## src/hdl/tvd_pkg.sv

```systemverilog
// Shared types, constants and lookup tables for the TV divergence unit.
// Used by tvd_controller, tvd_datapath and the top level; no dependencies.
`timescale 1ns / 1ps
package tvd_pkg;

  localparam int SZ_W       = 7;
  localparam int INV_W      = 32;
  localparam int DATA_W     = 32;
  localparam int UNIT_W     = 18;
  localparam int NBR_W      = 4;
  localparam int CFG_IDX_W  = 3;
  localparam int NUM_COMP   = 6;
  localparam int NUM_SLOT   = 5;
  localparam int SQ_STEPS   = 3;
  localparam int ROOT_STEPS = 32;
  localparam int DIV_STEPS  = 48;
  localparam int FIN_STEPS  = 3;
  localparam int ITER_W     = 6;
  localparam int COMP_W     = 3;
  localparam int SLOT_W     = 3;

  // Configuration register indexes.
  localparam logic [CFG_IDX_W-1:0] REG_SIZE_I = 3'd0;
  localparam logic [CFG_IDX_W-1:0] REG_SIZE_J = 3'd1;
  localparam logic [CFG_IDX_W-1:0] REG_SIZE_K = 3'd2;
  localparam logic [CFG_IDX_W-1:0] REG_INV_I  = 3'd3;
  localparam logic [CFG_IDX_W-1:0] REG_INV_J  = 3'd4;
  localparam logic [CFG_IDX_W-1:0] REG_INV_K  = 3'd5;

  localparam logic [SZ_W-1:0]  SIZE_RESET = 7'd64;
  localparam logic [INV_W-1:0] INV_RESET  = 32'h0001_0000;

  // Neighbor codes around the center voxel (i, j, k).
  localparam logic [NBR_W-1:0] NB_IMJM = 4'd0;
  localparam logic [NBR_W-1:0] NB_IM   = 4'd1;
  localparam logic [NBR_W-1:0] NB_IMKM = 4'd2;
  localparam logic [NBR_W-1:0] NB_IMKP = 4'd3;
  localparam logic [NBR_W-1:0] NB_IMJP = 4'd4;
  localparam logic [NBR_W-1:0] NB_JMKM = 4'd5;
  localparam logic [NBR_W-1:0] NB_JM   = 4'd6;
  localparam logic [NBR_W-1:0] NB_JMKP = 4'd7;
  localparam logic [NBR_W-1:0] NB_KM   = 4'd8;
  localparam logic [NBR_W-1:0] NB_C    = 4'd9;
  localparam logic [NBR_W-1:0] NB_KP   = 4'd10;
  localparam logic [NBR_W-1:0] NB_JPKM = 4'd11;
  localparam logic [NBR_W-1:0] NB_JP   = 4'd12;
  localparam logic [NBR_W-1:0] NB_IPJM = 4'd13;
  localparam logic [NBR_W-1:0] NB_IPKM = 4'd14;
  localparam logic [NBR_W-1:0] NB_IP   = 4'd15;

  localparam logic signed [1:0] OFS_M = 2'sb11;
  localparam logic signed [1:0] OFS_Z = 2'sb00;
  localparam logic signed [1:0] OFS_P = 2'sb01;

  typedef enum logic [1:0] {AX_I, AX_J, AX_K} axis_t;

  typedef struct packed {
    logic [NBR_W-1:0] a;
    logic [NBR_W-1:0] b;
    axis_t            axis;
  } dq_sel_t;

  typedef struct packed {
    logic signed [1:0] di;
    logic signed [1:0] dj;
    logic signed [1:0] dk;
  } nbr_ofs_t;

  typedef struct packed {
    logic [SZ_W-1:0]  size_i;
    logic [SZ_W-1:0]  size_j;
    logic [SZ_W-1:0]  size_k;
    logic [INV_W-1:0] inv_i;
    logic [INV_W-1:0] inv_j;
    logic [INV_W-1:0] inv_k;
  } cfg_t;

  typedef enum logic [3:0] {
    OP_NONE, OP_ACCEPT, OP_READ, OP_MULT, OP_QUANT, OP_SQUARE,
    OP_ROOT, OP_DIVIDE, OP_UNIT, OP_FINAL, OP_ROUND, OP_EMIT
  } op_t;

  typedef enum logic [3:0] {
    ST_IDLE, ST_CHECK, ST_READ, ST_MULT, ST_QUANT, ST_SQUARE,
    ST_ROOT, ST_DIVIDE, ST_UNIT, ST_FINAL, ST_ROUND, ST_EMIT
  } state_t;

  typedef struct packed {
    op_t               op;
    logic [COMP_W-1:0] comp;
    logic [SLOT_W-1:0] slot;
    logic [ITER_W-1:0] iter;
  } cmd_t;

  typedef struct packed {
    logic due;
    logic out_free;
  } status_t;

  function automatic nbr_ofs_t nbr_ofs(input logic [NBR_W-1:0] n);
    nbr_ofs_t r;
    case (n)
      NB_IMJM: r = '{OFS_M, OFS_M, OFS_Z};
      NB_IM:   r = '{OFS_M, OFS_Z, OFS_Z};
      NB_IMKM: r = '{OFS_M, OFS_Z, OFS_M};
      NB_IMKP: r = '{OFS_M, OFS_Z, OFS_P};
      NB_IMJP: r = '{OFS_M, OFS_P, OFS_Z};
      NB_JMKM: r = '{OFS_Z, OFS_M, OFS_M};
      NB_JM:   r = '{OFS_Z, OFS_M, OFS_Z};
      NB_JMKP: r = '{OFS_Z, OFS_M, OFS_P};
      NB_KM:   r = '{OFS_Z, OFS_Z, OFS_M};
      NB_KP:   r = '{OFS_Z, OFS_Z, OFS_P};
      NB_JPKM: r = '{OFS_Z, OFS_P, OFS_M};
      NB_JP:   r = '{OFS_Z, OFS_P, OFS_Z};
      NB_IPJM: r = '{OFS_P, OFS_M, OFS_Z};
      NB_IPKM: r = '{OFS_P, OFS_Z, OFS_M};
      NB_IP:   r = '{OFS_P, OFS_Z, OFS_Z};
      default: r = '{OFS_Z, OFS_Z, OFS_Z};
    endcase
    return r;
  endfunction

  // Operand pair and axis of each difference quotient. Per component the
  // slots are: numerator, then two minmod pairs.
  function automatic dq_sel_t dq_select(input logic [COMP_W-1:0] comp,
                                        input logic [SLOT_W-1:0] slot);
    logic [4:0] idx;
    dq_sel_t    r;
    idx = 5'(int'(comp) * NUM_SLOT + int'(slot));
    case (idx)
      5'd0:  r = '{NB_IP,   NB_C,    AX_I};
      5'd1:  r = '{NB_JP,   NB_C,    AX_J};
      5'd2:  r = '{NB_C,    NB_JM,   AX_J};
      5'd3:  r = '{NB_KP,   NB_C,    AX_K};
      5'd4:  r = '{NB_C,    NB_KM,   AX_K};
      5'd5:  r = '{NB_JP,   NB_C,    AX_J};
      5'd6:  r = '{NB_IP,   NB_C,    AX_I};
      5'd7:  r = '{NB_C,    NB_IM,   AX_I};
      5'd8:  r = '{NB_KP,   NB_C,    AX_K};
      5'd9:  r = '{NB_C,    NB_KM,   AX_K};
      5'd10: r = '{NB_KP,   NB_C,    AX_K};
      5'd11: r = '{NB_JP,   NB_C,    AX_J};
      5'd12: r = '{NB_C,    NB_JM,   AX_J};
      5'd13: r = '{NB_IP,   NB_C,    AX_I};
      5'd14: r = '{NB_C,    NB_IM,   AX_I};
      5'd15: r = '{NB_C,    NB_IM,   AX_I};
      5'd16: r = '{NB_IMJP, NB_IM,   AX_J};
      5'd17: r = '{NB_IM,   NB_IMJM, AX_J};
      5'd18: r = '{NB_IMKP, NB_IM,   AX_K};
      5'd19: r = '{NB_IM,   NB_IMKM, AX_K};
      5'd20: r = '{NB_C,    NB_JM,   AX_J};
      5'd21: r = '{NB_IPJM, NB_JM,   AX_I};
      5'd22: r = '{NB_JM,   NB_IMJM, AX_I};
      5'd23: r = '{NB_JMKP, NB_JM,   AX_K};
      5'd24: r = '{NB_JM,   NB_JMKM, AX_K};
      5'd25: r = '{NB_C,    NB_KM,   AX_K};
      5'd26: r = '{NB_JPKM, NB_KM,   AX_J};
      5'd27: r = '{NB_KM,   NB_JMKM, AX_J};
      5'd28: r = '{NB_IPKM, NB_KM,   AX_I};
      // The x difference of the k-minus term pairs fjm with fimkm.
      5'd29: r = '{NB_JM,   NB_IMKM, AX_I};
      default: r = '{NB_C,  NB_C,    AX_I};
    endcase
    return r;
  endfunction

endpackage

```

## src/hdl/tvd_controller.sv

```systemverilog
// Sequencer for the TV divergence unit: steps the datapath through reads,
// difference quotients, root, divide and final sum. Depends on tvd_pkg.
`timescale 1ns / 1ps
module tvd_controller (
  input  logic              clk,
  input  logic              rst,
  input  logic              in_valid,
  output logic              in_ready,
  input  tvd_pkg::status_t  status,
  output tvd_pkg::cmd_t     cmd
);

  tvd_pkg::state_t state, state_next;
  logic [tvd_pkg::COMP_W-1:0] comp, comp_next;
  logic [tvd_pkg::SLOT_W-1:0] slot, slot_next;
  logic [tvd_pkg::ITER_W-1:0] iter, iter_next;

  always_ff @(posedge clk) begin
    if (rst) begin
      state <= tvd_pkg::ST_IDLE;
      comp  <= '0;
      slot  <= '0;
      iter  <= '0;
    end else begin
      state <= state_next;
      comp  <= comp_next;
      slot  <= slot_next;
      iter  <= iter_next;
    end
  end

  always_comb begin
    state_next = state;
    comp_next  = comp;
    slot_next  = slot;
    iter_next  = iter;
    cmd.op     = tvd_pkg::OP_NONE;
    cmd.comp   = comp;
    cmd.slot   = slot;
    cmd.iter   = iter;
    in_ready   = (state == tvd_pkg::ST_IDLE);
    case (state)
      tvd_pkg::ST_IDLE: begin
        if (in_valid) begin
          cmd.op     = tvd_pkg::OP_ACCEPT;
          state_next = tvd_pkg::ST_CHECK;
        end
      end
      tvd_pkg::ST_CHECK: begin
        comp_next  = '0;
        slot_next  = '0;
        iter_next  = '0;
        state_next = status.due ? tvd_pkg::ST_READ : tvd_pkg::ST_IDLE;
      end
      tvd_pkg::ST_READ: begin
        cmd.op     = tvd_pkg::OP_READ;
        state_next = tvd_pkg::ST_MULT;
      end
      tvd_pkg::ST_MULT: begin
        cmd.op     = tvd_pkg::OP_MULT;
        state_next = tvd_pkg::ST_QUANT;
      end
      tvd_pkg::ST_QUANT: begin
        cmd.op = tvd_pkg::OP_QUANT;
        if (slot == tvd_pkg::SLOT_W'(tvd_pkg::NUM_SLOT - 1)) begin
          slot_next  = '0;
          iter_next  = '0;
          state_next = tvd_pkg::ST_SQUARE;
        end else begin
          slot_next  = slot + 1'b1;
          state_next = tvd_pkg::ST_READ;
        end
      end
      tvd_pkg::ST_SQUARE: begin
        cmd.op = tvd_pkg::OP_SQUARE;
        if (iter == tvd_pkg::ITER_W'(tvd_pkg::SQ_STEPS - 1)) begin
          iter_next  = '0;
          state_next = tvd_pkg::ST_ROOT;
        end else begin
          iter_next = iter + 1'b1;
        end
      end
      tvd_pkg::ST_ROOT: begin
        cmd.op = tvd_pkg::OP_ROOT;
        if (iter == tvd_pkg::ITER_W'(tvd_pkg::ROOT_STEPS - 1)) begin
          iter_next  = '0;
          state_next = tvd_pkg::ST_DIVIDE;
        end else begin
          iter_next = iter + 1'b1;
        end
      end
      tvd_pkg::ST_DIVIDE: begin
        cmd.op = tvd_pkg::OP_DIVIDE;
        if (iter == tvd_pkg::ITER_W'(tvd_pkg::DIV_STEPS - 1)) begin
          iter_next  = '0;
          state_next = tvd_pkg::ST_UNIT;
        end else begin
          iter_next = iter + 1'b1;
        end
      end
      tvd_pkg::ST_UNIT: begin
        cmd.op = tvd_pkg::OP_UNIT;
        if (comp == tvd_pkg::COMP_W'(tvd_pkg::NUM_COMP - 1)) begin
          comp_next  = '0;
          iter_next  = '0;
          state_next = tvd_pkg::ST_FINAL;
        end else begin
          comp_next  = comp + 1'b1;
          state_next = tvd_pkg::ST_READ;
        end
      end
      tvd_pkg::ST_FINAL: begin
        cmd.op = tvd_pkg::OP_FINAL;
        if (iter == tvd_pkg::ITER_W'(tvd_pkg::FIN_STEPS - 1)) begin
          iter_next  = '0;
          state_next = tvd_pkg::ST_ROUND;
        end else begin
          iter_next = iter + 1'b1;
        end
      end
      tvd_pkg::ST_ROUND: begin
        cmd.op     = tvd_pkg::OP_ROUND;
        state_next = tvd_pkg::ST_EMIT;
      end
      tvd_pkg::ST_EMIT: begin
        if (status.out_free) begin
          cmd.op     = tvd_pkg::OP_EMIT;
          state_next = tvd_pkg::ST_IDLE;
        end
      end
      default: state_next = tvd_pkg::ST_IDLE;
    endcase
  end

`ifndef SYNTHESIS
  a_accept_to_check: assert property (@(posedge clk) disable iff (rst)
    (in_valid && in_ready) |=> (state == tvd_pkg::ST_CHECK))
    else $error("accepted transfer did not lead to the check state");

  a_counters_range: assert property (@(posedge clk) disable iff (rst)
    (slot < tvd_pkg::SLOT_W'(tvd_pkg::NUM_SLOT)) &&
    (comp < tvd_pkg::COMP_W'(tvd_pkg::NUM_COMP)))
    else $error("slot or component counter out of range");

  a_emit_needs_room: assert property (@(posedge clk) disable iff (rst)
    (cmd.op == tvd_pkg::OP_EMIT) |-> status.out_free)
    else $error("result issued while output register is full");

  a_round_then_emit: assert property (@(posedge clk) disable iff (rst)
    (state == tvd_pkg::ST_ROUND) |=> (state == tvd_pkg::ST_EMIT))
    else $error("rounding not followed by emit");
`endif

endmodule

```

## config.mk

```make
export PLATFORM = sky130hd
export DESIGN_NAME = tvd_controller
export DESIGN_NICKNAME = d
export VERILOG_FILES = /design/src/hdl/tvd_pkg.sv /design/src/hdl/tvd_controller.sv
export SDC_FILE = /design/constraint.sdc
export NUM_CORES = 1
export LEC_CHECK = 0
export ABC_AREA = 1
export BUFFER_PORTS_ARGS = -buffer_cell sky130_fd_sc_hd__buf_4
export CORE_MARGIN = 4
export CORE_UTILIZATION = 58
export CTS_CLUSTER_SIZE = 28
export DETAILED_ROUTE_END_ITERATION = 10
export GPL_TIMING_DRIVEN = 1
export PLACE_DENSITY = 0.83
export SYNTH_ARGS = -nofsm -noshare
export SYNTH_HDL_FRONTEND = slang
export SYNTH_SLANG_ARGS = --single-unit
```

## constraint.sdc

```tcl
create_clock -name clk -period 2.1 [get_ports clk]
set_input_delay 0.105 -clock clk [delete_from_list [all_inputs] [get_ports clk]]
set_output_delay 0.105 -clock clk [all_outputs]
set_load 0.02 [all_outputs]
```

# == Word-level counts from Yosys, hierarchy flattened ==
# Cells that the tools add are included.
# classes
n_addsub,3
eq_ne,24
muxes,23
n_reduce_logical,7
# ops
cell,count
4-bit one-hot mux with 12 select lines,1
4-bit one-hot mux with 11 select lines,1
6-bit one-hot mux with 6 select lines,1
4-bit 2-to-1 mux,8
6-bit 2-to-1 mux,5
"4-bit by 3-bit equality test with 1-bit output, second input constant",4
"4-bit equality test, second input constant",4
"2-bit != test, second input constant",8
3-bit one-hot mux with 2 select lines,2
3-bit 2-to-1 mux,3
"4-bit by 2-bit equality test with 1-bit output, second input constant",2
"3-bit by 1-bit adder with 3-bit output, second input constant",2
"6-bit by 1-bit adder with 6-bit output, second input constant",1
"3-bit equality test, second input constant",2
"6-bit by 2-bit equality test with 1-bit output, second input constant",1
"6-bit by 5-bit equality test with 1-bit output, second input constant",1
"6-bit equality test, second input constant",1
6-bit AND reduction,1
6-bit nonzero test,1
"4-bit by 1-bit equality test with 1-bit output, second input constant",1
4-bit zero test,1
2-bit nonzero test,2
3-bit AND reduction,1
2-bit 2-to-1 mux,1
other kinds (2),2
# totals
ff_bits,16
inputBits,5
output_inout_bits,17
wordCells,61

# == Depth between registers and ports, before layout ==
# logic_depth
depth_word,4
depth_mapped,10
ltp_nobuf,10

# == Worst setup path before layout ==
# No wires, ideal clock.
# synth_timing
kind,reg-to-reg
start,register iter[1] (netlist name)
end,register state[0]
setup_ns,0.113
arrival_ns,1.448
path_slack_ns,0.540
path_stages_with_launch,9
n_path_buf,0
cell_sequence,dfxtp_1 -> ha_1 -> nand3_1 -> nor2_1 -> nor2_1 -> nor2_2 -> nand3b_4 -> nor2_1 -> nor2_1
# synth_via
elab_chain_cells,3
# synth_lines
element,line,text
start: declaration,tvd_controller.sv:16,"logic [tvd_pkg::ITER_W-1:0] iter, iter_next;"
start signal: assignment,tvd_controller.sv:28,iter <= iter_next;
"6-bit equality test, or another cell as far along",tvd_controller.sv:94,if (iter == tvd_pkg::ITER_W'(tvd_pkg::DIV_STEPS - 1)) begin
2-bit != test (no line),n/a,
6-bit AND reduction (no line) (*),n/a,
end signal: assignment,tvd_controller.sv:20,state <= tvd_pkg::ST_IDLE;
end signal: assignment,tvd_controller.sv:25,state <= state_next;
end: declaration,tvd_controller.sv:13,"tvd_pkg::state_t state, state_next;"
# Every way passes the cells marked *; elsewhere a longest branch is shown, timed or not.
# A chain may end at the register's enable or synchronous reset.

# == Final worst setup path ==
# layout_timing
start,register iter[0] (netlist name)
end,register state[0]
# Same word-level chain as after synthesis.

==> metrics list <==
- Result of the run: finished, final reports clean
* CP endpoint kind: register
* CP endpoint: state[0]$_SDFFE_PP0P_
* Worst reg2reg endpoint: state[0]$_SDFFE_PP0P_
- The number of cells on the worst reg-to-reg path is 8.
- Max-cap check violation count: 0
- Uppermost routed layer: met4
* Critical path data required time: 2.29 ns
* Effective utilization at floorplan: approximately 64%
* DIE HEIGHT: 52.6 um
- Post-CTS Hold Buffers: 0
- Hold path cells: 2
* Diodes inserted: 0
* Total via count after detailed routing: 1,284
- The synthesized netlist devotes 9.98% of its cell area to compound gates.
- Input and output buffers added on the ports amount to 21.
- The synthesized netlist occupies a cell area of 1150 um^2.
* Met2 wire len: 1390 um
- The worst setup path is launched from a register.
- On the final layout, the worst hold slack is 0.0538 ns.
- Once detail routing completed, the nets flagged for antenna violations numbered 0.
- For this block, the initial DRC count from the detailed router was 45.
* Type of the worst min-delay path: primary input to register
- Number of resized instances in the post-cts repair step: 0
- Entering global routing, the biggest net connects 11 pins.
* Gr usage total: between 20% and 30%
- After legalization and detailed placement, the total HPWL measured between 2000 and 2500 um.
- In this run the power density over the cells is 1150 nW/um^2.
* Multiplexer share of the synthesized area: 0%
* DRC violation count after routing: 0
- The synthesized netlist devotes just over 3% of its cell area to XOR and XNOR gates.
* Launching instance or port of the critical path: iter[0]$_SDFFE_PP0P_
- After global routing the overflow that remains totals 0.
* Final Cycle Share: 77.9%
* Area post-placement: about 1300 um^2
- The via count of the first global-routing pass is 1,119.
- Subtracting the final worst setup slack from the clock period gives 1.64 ns.
* Syn_area_per_cell: 6.14 um^2
- Signed area change from the synthesized netlist to the final layout: 17.6%
* Crit Path Max Fanout: 8
- Hold Vio Cnt, Final: 0
* Arrival time at the worst endpoint: 1.82 ns
- Sum of routed wire length over all layers: 2920 um
- By instance count, the cell type seen most on the critical path is sky130_fd_sc_hd__nor2_1.
* Setup clock skew after layout: 0.00511 ns
* Setup TNS Final: 0 ns
- The worst hold path begins at rst.
- Summing the sequential cell areas from Yosys gives 27.8% of the chip area.
- Post-CTS setup buffer count: 0
- The critical path is of the register to register type.
- Post-synthesis share of cell area spent on and, or, nand and nor gates: 46.0%
- Clk slew on worst S/H paths: 0.09 ns
- Reg2Reg Launch Point: iter[0]$_SDFFE_PP0P_
- The clock net in this run drives a total of 16 sinks.
* Worst path slowest cell: sky130_fd_sc_hd__dfxtp_1
- Setup violations remaining at the end of the flow were counted as 0.
- Leaving out fill and tap cells, the most frequent cell in the layout is sky130_fd_sc_hd__nand2_1.
- Total routed wire length on the met1 layer: 1260 um
- Number of flip-flops and latches in the synthesized netlist: 16
- CP cell instances: ha_1 -> nand2_1 -> nor2_1 -> a21oi_1 -> nor2_2 -> nand3b_4 -> nor2_1 -> nor2_1
- Share of final-layout standard cells stronger than drive strength 1: 19.0%
- CTS root buf: sky130_fd_sc_hd__clkbuf_4
- Slew at the pin closest to its max-slew limit: 0.382 ns
* CTS Buf Count: 3
- Placer's final routability congestion estimate: 0.919
* Minimum setup slack among reg-to-reg paths: 0.46 ns
- The design draws between 1.5 and 2 mW.
- The first detailed-routing pass took 4 iterations.
- Total met3 wirelength after detailed routing: ~230 um
* Number of nets produced by synthesis: 197
- Average detailed-routed wire length per instance: 12.4 um
- Max-slew violation count: 0
* Number of warnings issued by yosys: 0
- Final-stage net count: 221
- RSZ-0062 raised after global routing: no
* I/O pin count: 22
- The first global-routing pass estimated around 4800 um of wire.
- Deepest level of the CTS H-tree: 1
- After detailed routing, the number of vias per cell comes to 5.46.
* Largest incremental delay on the critical path: 0.45 ns
- The floorplan has 15 rows.
- After Yosys synthesis, full adders, half adders and majority gates account for about 4.3% of the synthesized area.
- Final setup margin: 0.463 ns
- In this run the horizontal extent of the chip is 52.6 um.
* Worst setup slack after placement: 0.535 ns
* Fin area: 1360 um^2
* Skew-Pair Late Insertion Delay: 0.29 ns
* Commonest non-fill, non-tap cells in the layout: 52 x sky130_fd_sc_hd__nand2_1, 26 x sky130_fd_sc_hd__nor2_1, 23 x sky130_fd_sc_hd__inv_1, 21 x sky130_fd_sc_hd__buf_4, 16 x sky130_fd_sc_hd__dfxtp_1
* Die Outline Area: 2770 um^2
* Unique cell type count in the Yosys netlist: 22
* Clock tree from TritonCTS: built
* Synth Instances: 188
- Summed over all cells, the static leakage comes to 0.666 nW.
- Maximum clock insertion buffer count: 2
- The worst-case IR drop observed on VDD is between 0.0009 and 0.001 V.
* Max transition margin: 74.4%
* Dominant combinational cell family by area after synthesis: simple AND/OR/NAND/NOR gates
* F_max: 611 MHz
- The initial antenna violation count was 0.
* Placeable Area: between 1500 and 2000 um^2
-- registers in the layout, summed over array words and instances (netlist names) --
register	flops
iter	6
slot	3
comp	3
state	4
-- logic make-up after synthesis --
logic type | count (synthesis)
and+or+nand+nor | 115
DFF | 16
adders and majority gates | 4
AOI/OAI and AO/OA | 22
buffers and inverters | 27
xor gates and xnor gates | 4
-- cell usage after synthesis --
cell                       instances  area (um^2)
sky130_fd_sc_hd__nand2_1          52          195
sky130_fd_sc_hd__nor2_1           26         97.6
sky130_fd_sc_hd__inv_1            23         86.3
sky130_fd_sc_hd__dfxtp_1          16          320
sky130_fd_sc_hd__a21oi_1          14         70.1
sky130_fd_sc_hd__nand3_1          13         65.1
sky130_fd_sc_hd__nand4_1           8         50.1
sky130_fd_sc_hd__nor2_2            7         43.8
sky130_fd_sc_hd__o21ai_0           6         30.0
sky130_fd_sc_hd__ha_1              4         50.1
sky130_fd_sc_hd__nand2_2           4         25.0
sky130_fd_sc_hd__xor2_1            4         35.0
sky130_fd_sc_hd__inv_2             2         7.51
sky130_fd_sc_hd__a211oi_1          1         7.51
sky130_fd_sc_hd__and3_1            1         6.26
sky130_fd_sc_hd__buf_1             1         3.75
sky130_fd_sc_hd__buf_2             1         5.00
sky130_fd_sc_hd__nand2_4           1         11.3
sky130_fd_sc_hd__nand3b_4          1         20.0
sky130_fd_sc_hd__nor2_4            1         11.3
sky130_fd_sc_hd__nor3_1            1         5.00
sky130_fd_sc_hd__o211ai_1          1         7.51
-- through the flow --
stage	std cells	util [%]
global route	235	75.3
finish	235	75.3
CTS	235	75.3
global placement	232	74.0
floorplan	188	-
detailed placement	232	74.0
-- cell type report --
cell class	count	area [um^2]
clock buffers	3	22.5
multi-input cells	145	731
flip-flops and latches	16	320
inverters	25	93.8
well taps	25	31.3
fillers	165	445
repair buffers	21	158
-- worst max-delay path: cells and delay by family (launching register included) --
family / cells / cell delay (ns)
fa+ha+maj: 1 / 0.25
flops: 1 / 0.45
simple gates: 6 / 0.70
compound gates: 1 / 0.12
-- layer usage --
metal | track usage (%) | vias up
li1 | - | 643
met1 | 27.6 | 577
met2 | 42.4 | 60
met3 | 3.42 | 4
met4 | 7.66 | 0
met5 | 0 | -
-- power breakdown --
part           leakage, nW  internal (mW)  switching (mW)  total, mW
clock               0.0138         0.0667          0.0974      0.164
sequential           0.130          0.359          0.0682      0.427
combinational        0.522          0.335           0.628      0.964
total                0.666          0.760           0.794       1.55
-- how the worst min path moves through the flow --
stage,to,slack [ns]
after floorplan,state[1]$_SDFFE_PP0P_,0.35
after global placement,iter[1]$_SDFFE_PP0P_,0.36
after detailed placement,iter[2]$_SDFFE_PP0P_,0.36
after CTS,iter[2]$_SDFFE_PP0P_,0.05
after global routing,iter[2]$_SDFFE_PP0P_,0.06
final,iter[2]$_SDFFE_PP0P_,0.05
Power figures use the tool's default switching activity.
